`src/rtl/tlse_pkg.sv`:
```
`timescale 1ns / 1ps

package tlse_pkg;

  localparam int FRAC_BITS = 16;
  localparam int IN_W      = 17;
  localparam int VAL_W     = 21;
  localparam int DEG_W     = 2;
  localparam int IDX_W     = 3;
  localparam int ORD_W     = 2;

  // basis value width: one - x - y over the whole input range
  localparam int PH_W   = IN_W + 2;
  localparam int OP_W   = PH_W + 2;
  localparam int PROD_W = 2 * OP_W;
  localparam int WIDE_W = PROD_W + 2;

  localparam logic [DEG_W-1:0] DEG_LIN  = 2'd1;
  localparam logic [DEG_W-1:0] DEG_QUAD = 2'd2;

  localparam logic [IDX_W-1:0] N_LIN  = 3'd3;
  localparam logic [IDX_W-1:0] N_QUAD = 3'd6;

  typedef logic [2*ORD_W-1:0] der_t;

  localparam der_t DER_VAL = 4'b0000;
  localparam der_t DER_X   = 4'b0100;
  localparam der_t DER_Y   = 4'b0001;
  localparam der_t DER_XY  = 4'b0101;
  localparam der_t DER_XX  = 4'b1000;
  localparam der_t DER_YY  = 4'b0010;

  typedef struct packed {
    logic [IN_W-1:0]  point_x;
    logic [IN_W-1:0]  point_y;
    logic [DEG_W-1:0] degree;
    logic [IDX_W-1:0] basis_index;
    logic [ORD_W-1:0] x_order;
    logic [ORD_W-1:0] y_order;
  } tlse_item_t;

  typedef struct packed {
    logic signed [VAL_W-1:0] value;
    logic                    invalid;
  } tlse_res_t;

endpackage

```
`src/rtl/triangle_lagrange_shape_eval_top.sv`:
```
`timescale 1ns / 1ps

// Lagrange shape function evaluator for the reference triangle, degree 1 and 2,
// with partial derivatives up to first order (degree 1) and second order
// (degree 2). Takes one beat per cycle while the output is not stalled; each
// beat goes through the input register, then one pass through a single signed
// multiplier with rounding and saturation, then the output register. Coordinates are
// unsigned with 16 fraction bits, the value is signed with 16 fraction bits,
// rounded half up and saturated to 21 bits. An unsupported degree or shape
// index returns zero with invalid set; uncovered derivative orders return zero.
module triangle_lagrange_shape_eval_top import tlse_pkg::*; (
  input  logic                    clk,
  input  logic                    rst_n,
  input  logic                    in_valid,
  output logic                    in_ready,
  input  logic [IN_W-1:0]         in_point_x,
  input  logic [IN_W-1:0]         in_point_y,
  input  logic [DEG_W-1:0]        in_degree,
  input  logic [IDX_W-1:0]        in_basis_index,
  input  logic [ORD_W-1:0]        in_x_order,
  input  logic [ORD_W-1:0]        in_y_order,
  output logic                    out_valid,
  input  logic                    out_ready,
  output logic signed [VAL_W-1:0] out_value,
  output logic                    out_invalid
);

  logic       s1_valid_r;
  logic       s1_valid_nxt;
  tlse_item_t s1_item_r;
  logic       out_valid_r;
  logic       out_valid_nxt;
  tlse_res_t  out_res_r;
  tlse_res_t  res;
  logic       adv;
  logic       in_fire;

  assign adv     = !out_valid_r || out_ready;
  assign in_ready = !s1_valid_r || adv;
  assign in_fire = in_valid && in_ready;

  always_comb begin
    if (in_fire) s1_valid_nxt = 1'b1;
    else if (adv) s1_valid_nxt = 1'b0;
    else s1_valid_nxt = s1_valid_r;
    out_valid_nxt = adv ? s1_valid_r : out_valid_r;
  end

  always_ff @(posedge clk) begin
    if (!rst_n) begin
      s1_valid_r  <= 1'b0;
      out_valid_r <= 1'b0;
    end else begin
      s1_valid_r  <= s1_valid_nxt;
      out_valid_r <= out_valid_nxt;
    end
  end

  always_ff @(posedge clk) begin
    if (in_fire) begin
      s1_item_r.point_x     <= in_point_x;
      s1_item_r.point_y     <= in_point_y;
      s1_item_r.degree      <= in_degree;
      s1_item_r.basis_index <= in_basis_index;
      s1_item_r.x_order     <= in_x_order;
      s1_item_r.y_order     <= in_y_order;
    end
    if (adv && s1_valid_r) begin
      out_res_r <= res;
    end
  end

  tlse_eval u_eval (
    .item (s1_item_r),
    .res  (res)
  );

  assign out_valid   = out_valid_r;
  assign out_value   = out_res_r.value;
  assign out_invalid = out_res_r.invalid;

  a_invalid_zero: assert property (@(posedge clk) disable iff (!rst_n)
    out_valid_r && out_res_r.invalid |-> out_res_r.value == '0)
    else $error("invalid result with nonzero value");

  a_stage_moves: assert property (@(posedge clk) disable iff (!rst_n)
    s1_valid_r && adv |=> out_valid_r)
    else $error("stage beat lost on advance");

  a_ready_full: assert property (@(posedge clk) disable iff (!rst_n)
    !in_ready |-> s1_valid_r && out_valid_r)
    else $error("input stalled with free stage");

  a_stage_hold: assert property (@(posedge clk) disable iff (!rst_n)
    s1_valid_r && !adv |=> s1_valid_r && $stable(s1_item_r))
    else $error("stalled stage changed");

endmodule

```
`src/rtl/tlse_eval.sv`:
```
`timescale 1ns / 1ps

module tlse_eval import tlse_pkg::*; (
  input  tlse_item_t item,
  output tlse_res_t  res
);

  localparam logic signed [WIDE_W-1:0] ONE_W  = WIDE_W'(1) <<< FRAC_BITS;
  localparam logic signed [WIDE_W-1:0] HALF_W = WIDE_W'(1) <<< (FRAC_BITS - 1);
  localparam logic signed [OP_W-1:0]   ONE_OP = OP_W'(1) <<< FRAC_BITS;
  localparam logic signed [PH_W-1:0]   ONE_PH = PH_W'(1) <<< FRAC_BITS;
  localparam logic signed [WIDE_W-1:0] SAT_HI = (WIDE_W'(1) <<< (VAL_W - 1)) - WIDE_W'(1);
  localparam logic signed [WIDE_W-1:0] SAT_LO = -(WIDE_W'(1) <<< (VAL_W - 1));

  logic signed [PH_W-1:0]   ph [3];
  logic signed [WIDE_W-1:0] wph [3];
  logic [1:0]               ia;
  logic [1:0]               ib;
  logic                     quad_pair;
  logic signed [OP_W-1:0]   mul_a;
  logic signed [OP_W-1:0]   mul_b;
  logic signed [PROD_W-1:0] prod;
  logic signed [WIDE_W-1:0] prod_q;
  logic signed [WIDE_W-1:0] rnd;
  logic signed [WIDE_W-1:0] p4;
  logic signed [WIDE_W-1:0] lin;
  logic signed [WIDE_W-1:0] v;
  logic                     use_mul;
  logic                     bad;
  der_t                     der;

  // operand selection and the single multiplier
  always_comb begin
    ph[0] = ONE_PH - signed'({{(PH_W-IN_W){1'b0}}, item.point_x})
                   - signed'({{(PH_W-IN_W){1'b0}}, item.point_y});
    ph[1] = signed'({{(PH_W-IN_W){1'b0}}, item.point_x});
    ph[2] = signed'({{(PH_W-IN_W){1'b0}}, item.point_y});
    for (int i = 0; i < 3; i++) begin
      wph[i] = WIDE_W'(ph[i]);
    end
    quad_pair = (item.basis_index >= N_LIN);
    case (item.basis_index)
      3'd3:    begin ia = 2'd0; ib = 2'd1; end
      3'd4:    begin ia = 2'd1; ib = 2'd2; end
      3'd5:    begin ia = 2'd0; ib = 2'd2; end
      3'd0:    begin ia = 2'd0; ib = 2'd0; end
      3'd1:    begin ia = 2'd1; ib = 2'd1; end
      3'd2:    begin ia = 2'd2; ib = 2'd2; end
      default: begin ia = 2'd0; ib = 2'd0; end
    endcase
    mul_a  = OP_W'(ph[ia]);
    mul_b  = quad_pair ? OP_W'(ph[ib]) : ((OP_W'(ph[ia]) <<< 1) - ONE_OP);
    prod   = PROD_W'(mul_a) * PROD_W'(mul_b);
    prod_q = quad_pair ? (WIDE_W'(prod) <<< 2) : WIDE_W'(prod);
    rnd    = (prod_q + HALF_W) >>> FRAC_BITS;
    p4     = (wph[ia] <<< 2) - ONE_W;
  end

  // exact terms per degree, index and derivative
  always_comb begin
    der     = {item.x_order, item.y_order};
    lin     = '0;
    use_mul = 1'b0;
    bad     = 1'b0;
    case (item.degree)
      DEG_LIN: begin
        if (item.basis_index >= N_LIN) begin
          bad = 1'b1;
        end else begin
          case (der)
            DER_VAL: lin = wph[ia];
            DER_X: begin
              if (item.basis_index == 3'd0) lin = -ONE_W;
              else if (item.basis_index == 3'd1) lin = ONE_W;
            end
            DER_Y: begin
              if (item.basis_index == 3'd0) lin = -ONE_W;
              else if (item.basis_index == 3'd2) lin = ONE_W;
            end
            default: lin = '0;
          endcase
        end
      end
      DEG_QUAD: begin
        if (item.basis_index >= N_QUAD) begin
          bad = 1'b1;
        end else if (!quad_pair) begin
          case (der)
            DER_VAL: use_mul = 1'b1;
            DER_X: begin
              if (item.basis_index == 3'd0) lin = -p4;
              else if (item.basis_index == 3'd1) lin = p4;
            end
            DER_Y: begin
              if (item.basis_index == 3'd0) lin = -p4;
              else if (item.basis_index == 3'd2) lin = p4;
            end
            DER_XY: begin
              if (item.basis_index == 3'd0) lin = ONE_W <<< 2;
            end
            DER_XX: begin
              if (item.basis_index != 3'd2) lin = ONE_W <<< 2;
            end
            DER_YY: begin
              if (item.basis_index != 3'd1) lin = ONE_W <<< 2;
            end
            default: lin = '0;
          endcase
        end else begin
          case (der)
            DER_VAL: use_mul = 1'b1;
            DER_X: begin
              case (item.basis_index)
                3'd3:    lin = (wph[0] - wph[1]) <<< 2;
                3'd4:    lin = wph[2] <<< 2;
                default: lin = -(wph[2] <<< 2);
              endcase
            end
            DER_Y: begin
              case (item.basis_index)
                3'd3:    lin = -(wph[1] <<< 2);
                3'd4:    lin = wph[1] <<< 2;
                default: lin = (wph[0] - wph[2]) <<< 2;
              endcase
            end
            DER_XY: begin
              if (item.basis_index == 3'd4) lin = ONE_W <<< 2;
              else lin = -(ONE_W <<< 2);
            end
            DER_XX: begin
              if (item.basis_index == 3'd3) lin = -(ONE_W <<< 3);
            end
            DER_YY: begin
              if (item.basis_index == 3'd5) lin = -(ONE_W <<< 3);
            end
            default: lin = '0;
          endcase
        end
      end
      default: bad = 1'b1;
    endcase
  end

  // select, clear on invalid, saturate
  always_comb begin
    if (bad) v = '0;
    else if (use_mul) v = rnd;
    else v = lin;
    if (v > SAT_HI) v = SAT_HI;
    else if (v < SAT_LO) v = SAT_LO;
    res.value   = v[VAL_W-1:0];
    res.invalid = bad;
  end

endmodule

```
`config.mk`:
```
export PLATFORM = sky130hd
export DESIGN_NAME = triangle_lagrange_shape_eval_top
export DESIGN_NICKNAME = d
export VERILOG_FILES = /design/src/rtl/tlse_pkg.sv /design/src/rtl/triangle_lagrange_shape_eval_top.sv /design/src/rtl/tlse_eval.sv
export SDC_FILE = /design/constraint.sdc
export NUM_CORES = 1
export LEC_CHECK = 0
export ABC_CLOCK_PERIOD_IN_PS = 19200
export BUFFER_PORTS_ARGS = -buffer_cell sky130_fd_sc_hd__buf_2
export CAP_MARGIN = 10
export CORE_MARGIN = 2
export CORE_UTILIZATION = 35
export CTS_BUF_LIST = sky130_fd_sc_hd__clkbuf_4
export DETAILED_ROUTE_END_ITERATION = 12
export SLEW_MARGIN = 15
export SYNTH_ARGS = -nofsm -noshare
export SYNTH_HDL_FRONTEND = slang
export SYNTH_SLANG_ARGS = --single-unit
```
`constraint.sdc`:
```
create_clock -name clk -period 19.2 [get_ports clk]
set_input_delay 0.96 -clock clk [delete_from_list [all_inputs] [get_ports clk]]
set_output_delay 0.96 -clock clk [all_outputs]
set_load 0.05 [all_outputs]
```
==> flow_summary_export.csv <==
group,metric,value,unit
clocking,cts_buffers,9,
timing,tightest_slew,1.22,ns
grt,gr-total-overflow,0,
timing,fin_crit_sh,81.0,%
timing,fmax,64.3,MHz
floorplan,fp.dieH,280,um
critical_path,cpPeakStageDelay,0.94,ns
job,maxCapViolations,0,
critical_path,crit_slowest_cell,"o31ai_4",
critical_path,worstPathRequired,19.52,ns
synth,synth_warnings,0,
drt,drt_iter0_drc,2878,
clocking,cts.htree.levels,3,
cells_and_area,area_delta_synth_final,6.47,%
clocking,cts.repair.resized,0,
timing,drv_slew,0,
status,outcome,"complete, no violations",
grt,grt_pass1_wl,157,mm
clocking,cts.reportedPaths.clkPinSlew,0.17,ns
timing,layout_min_cycle_time,15.56,ns
synth,synth_cells,3375,
timing,tns,0,ns
clocking,root_buffer,"clkbuf_4",
clocking,cts_buffer_depth,2,
grt,grt_max_degree,59,
place,io_buffers,70,
place,place_area,28200,um^2
floorplan,std_cell_rows,101,
synth,ys_ff_latch,67,
floorplan,initial_core_util,35.2,%
clocking,cts_tree,"yes",
timing,relSlewSlack,18.3,%
timing,grt_setup_unrepaired,"false",
grt,track_usage,26.4,%
floorplan,die-area,78400,um^2
critical_path,critPathArrivalTime,15.88,ns
synth,synth.avg_cell_area,7.90,um^2
hold_path,hp-class,"in2reg",
clocking,cts_hold_buf,0,
synth,synth_edf_count,65,
floorplan,coreArea,75700,um^2
timing,setup_viol,0,
synth,synthArstFlopShare,0,%
synth,ys_seq_area_share,7.47,%
timing,hold-worst-slack,0.514,ns
floorplan,io-pin-count,71,
clocking,worstSkewPairLatency,0.59,ns
drt,dr.pass1.iters,6,
drt,routed_wl,102,mm
synth,ys_types,104,
cells_and_area,fin_nets,3972,
cells_and_area,drive_above_1_share,7.63,%
drt,drc,0,
synth,synth_nets,3999,
clocking,cts.sinks,67,
clocking,cts_setup_buffers,0,
place,dp_hpwl,81.1,mm
critical_path,critPathKind,"reg2reg",
drt,route.vias.total,25600,
drt,via_per_inst,5.91,
cells_and_area,n_fill_cell,7812,
floorplan,die_x,280,um
critical_path,path_max_fanout,23,
critical_path,cp-start-kind,"register",
timing,hold_violations,0,
synth,ys.flop_type,"edfxtp_1",
cells_and_area,finalInstanceArea,28400,um^2
synth,synth_area,26700,um^2
critical_path,cp-end-kind,"register",
drt,wl_per_cell,23.6,um
grt,grt_pass1_vias,25700,
drt,ant_nets,0,
timing,skew,0.0315,ns
grt,grt_antenna_before_repair,1,
place,gp_congestion,0.998,
[worst paths after layout]
check                                                    to  slack, ns                    start  cells past startpoint
worst min-delay path                s1_item_r[24]$_DFFE_PP_       0.51           in_point_y[15]                      1
worst min register to register       out_valid$_SDFFE_PN0P_       0.55  s1_valid_r$_SDFFE_PN0P_                      1
worst max register to register  out_value[19]$_SDFFCE_PN1P_       3.64  s1_item_r[26]$_DFFE_PP_                     47
worst max-delay path            out_value[19]$_SDFFCE_PN1P_       3.64  s1_item_r[26]$_DFFE_PP_                     47
[flip-flops by register name, indices dropped and copies added (netlist names)]
| register | flops |
|---|---|
| out_valid | 1 |
| out_value | 21 |
| s1_item_r | 43 |
| out_invalid | 1 |
| s1_valid_r | 1 |
[cells in the mapped netlist (30+ instances only)]
| master | n | area, um^2 |
|---|---|---|
| a21o_1 | 40 | 300 |
| a21oi_1 | 211 | 1060 |
| a31oi_1 | 36 | 225 |
| clkbuf_1 | 149 | 559 |
| edfxtp_1 | 65 | 1950 |
| fa_1 | 394 | 7890 |
| ha_1 | 183 | 2290 |
| inv_1 | 462 | 1730 |
| nand2_1 | 385 | 1450 |
| nand3_1 | 60 | 300 |
| nand4_1 | 35 | 219 |
| nor2_1 | 336 | 1260 |
| nor3_1 | 86 | 430 |
| nor4_1 | 31 | 194 |
| o21a_1 | 30 | 225 |
| o21ai_0 | 148 | 741 |
| xnor2_1 | 102 | 893 |
| xor2_1 | 39 | 342 |
[cell families after synthesis]
family	synth area share, %
compound gates	19.4
xor+xnor	4.69
fa+ha+maj	38.3
buf+inv	9.38
flops	7.47
mux	1.31
simple gates	19.5
[per-layer routing]
layer,part of all wire [%],vias to the layer above,wire length (um),GRT usage [%]
met4,5.6,0,5680,12.6
met5,0,-,0,0
met2,44,1311,44800,40.9
met1,41,12700,42300,34.9
li1,-,11400,-,-
met3,9.3,281,9540,5.68
[stage by stage]
step	setup WS (ns)	util, %	cells
3_5_place_dp	3.91	37.2	4315
4_1_cts	3.87	37.5	4331
2_1_floorplan	5.84	-	3375
6_report	3.64	37.5	4332
3_3_place_gp	4.24	37.2	4315
5_1_grt	2.59	37.5	4332
[final cells by class]
class / count / area [um^2] / share of cell area [%]
flip-flops and latches: 67 / 1990 / 7.02
well taps: 978 / 1220 / 4.31
multi-input cells: 2659 / 22300 / 78.6
diodes: 1 / 2.50 / 0.00881
clock buffers: 9 / 67.6 / 0.238
repair buffers: 148 / 936 / 3.30
inverters: 463 / 1740 / 6.12
clock inverters: 7 / 130 / 0.458
[critical path, delay by kind of cell (launching register included)]
| family | cells | cell delay, ns |
|---|---|---|
| fa+ha+maj | 10 | 4.60 |
| buf+inv | 5 | 1.03 |
| compound gates | 13 | 3.34 |
| xor+xnor | 3 | 0.93 |
| simple gates | 16 | 4.80 |
| flops | 1 | 0.54 |
[cells in the final DEF (no fill, tap or decap), drive strengths merged, types with 61 or more instances in the layout]
cell	netlist	final
nand3	61	61
edfxtp	65	65
fa	394	394
inv	463	467
ha	183	183
a21oi	211	211
o21ai	176	176
nand2	385	385
nor2	338	338
xnor2	103	103
nor3	86	86
buf	36	148
Power is left out: the tool's default activity adds up to more than one toggle a clock period on the data nets, which glitch-free logic cannot reach.
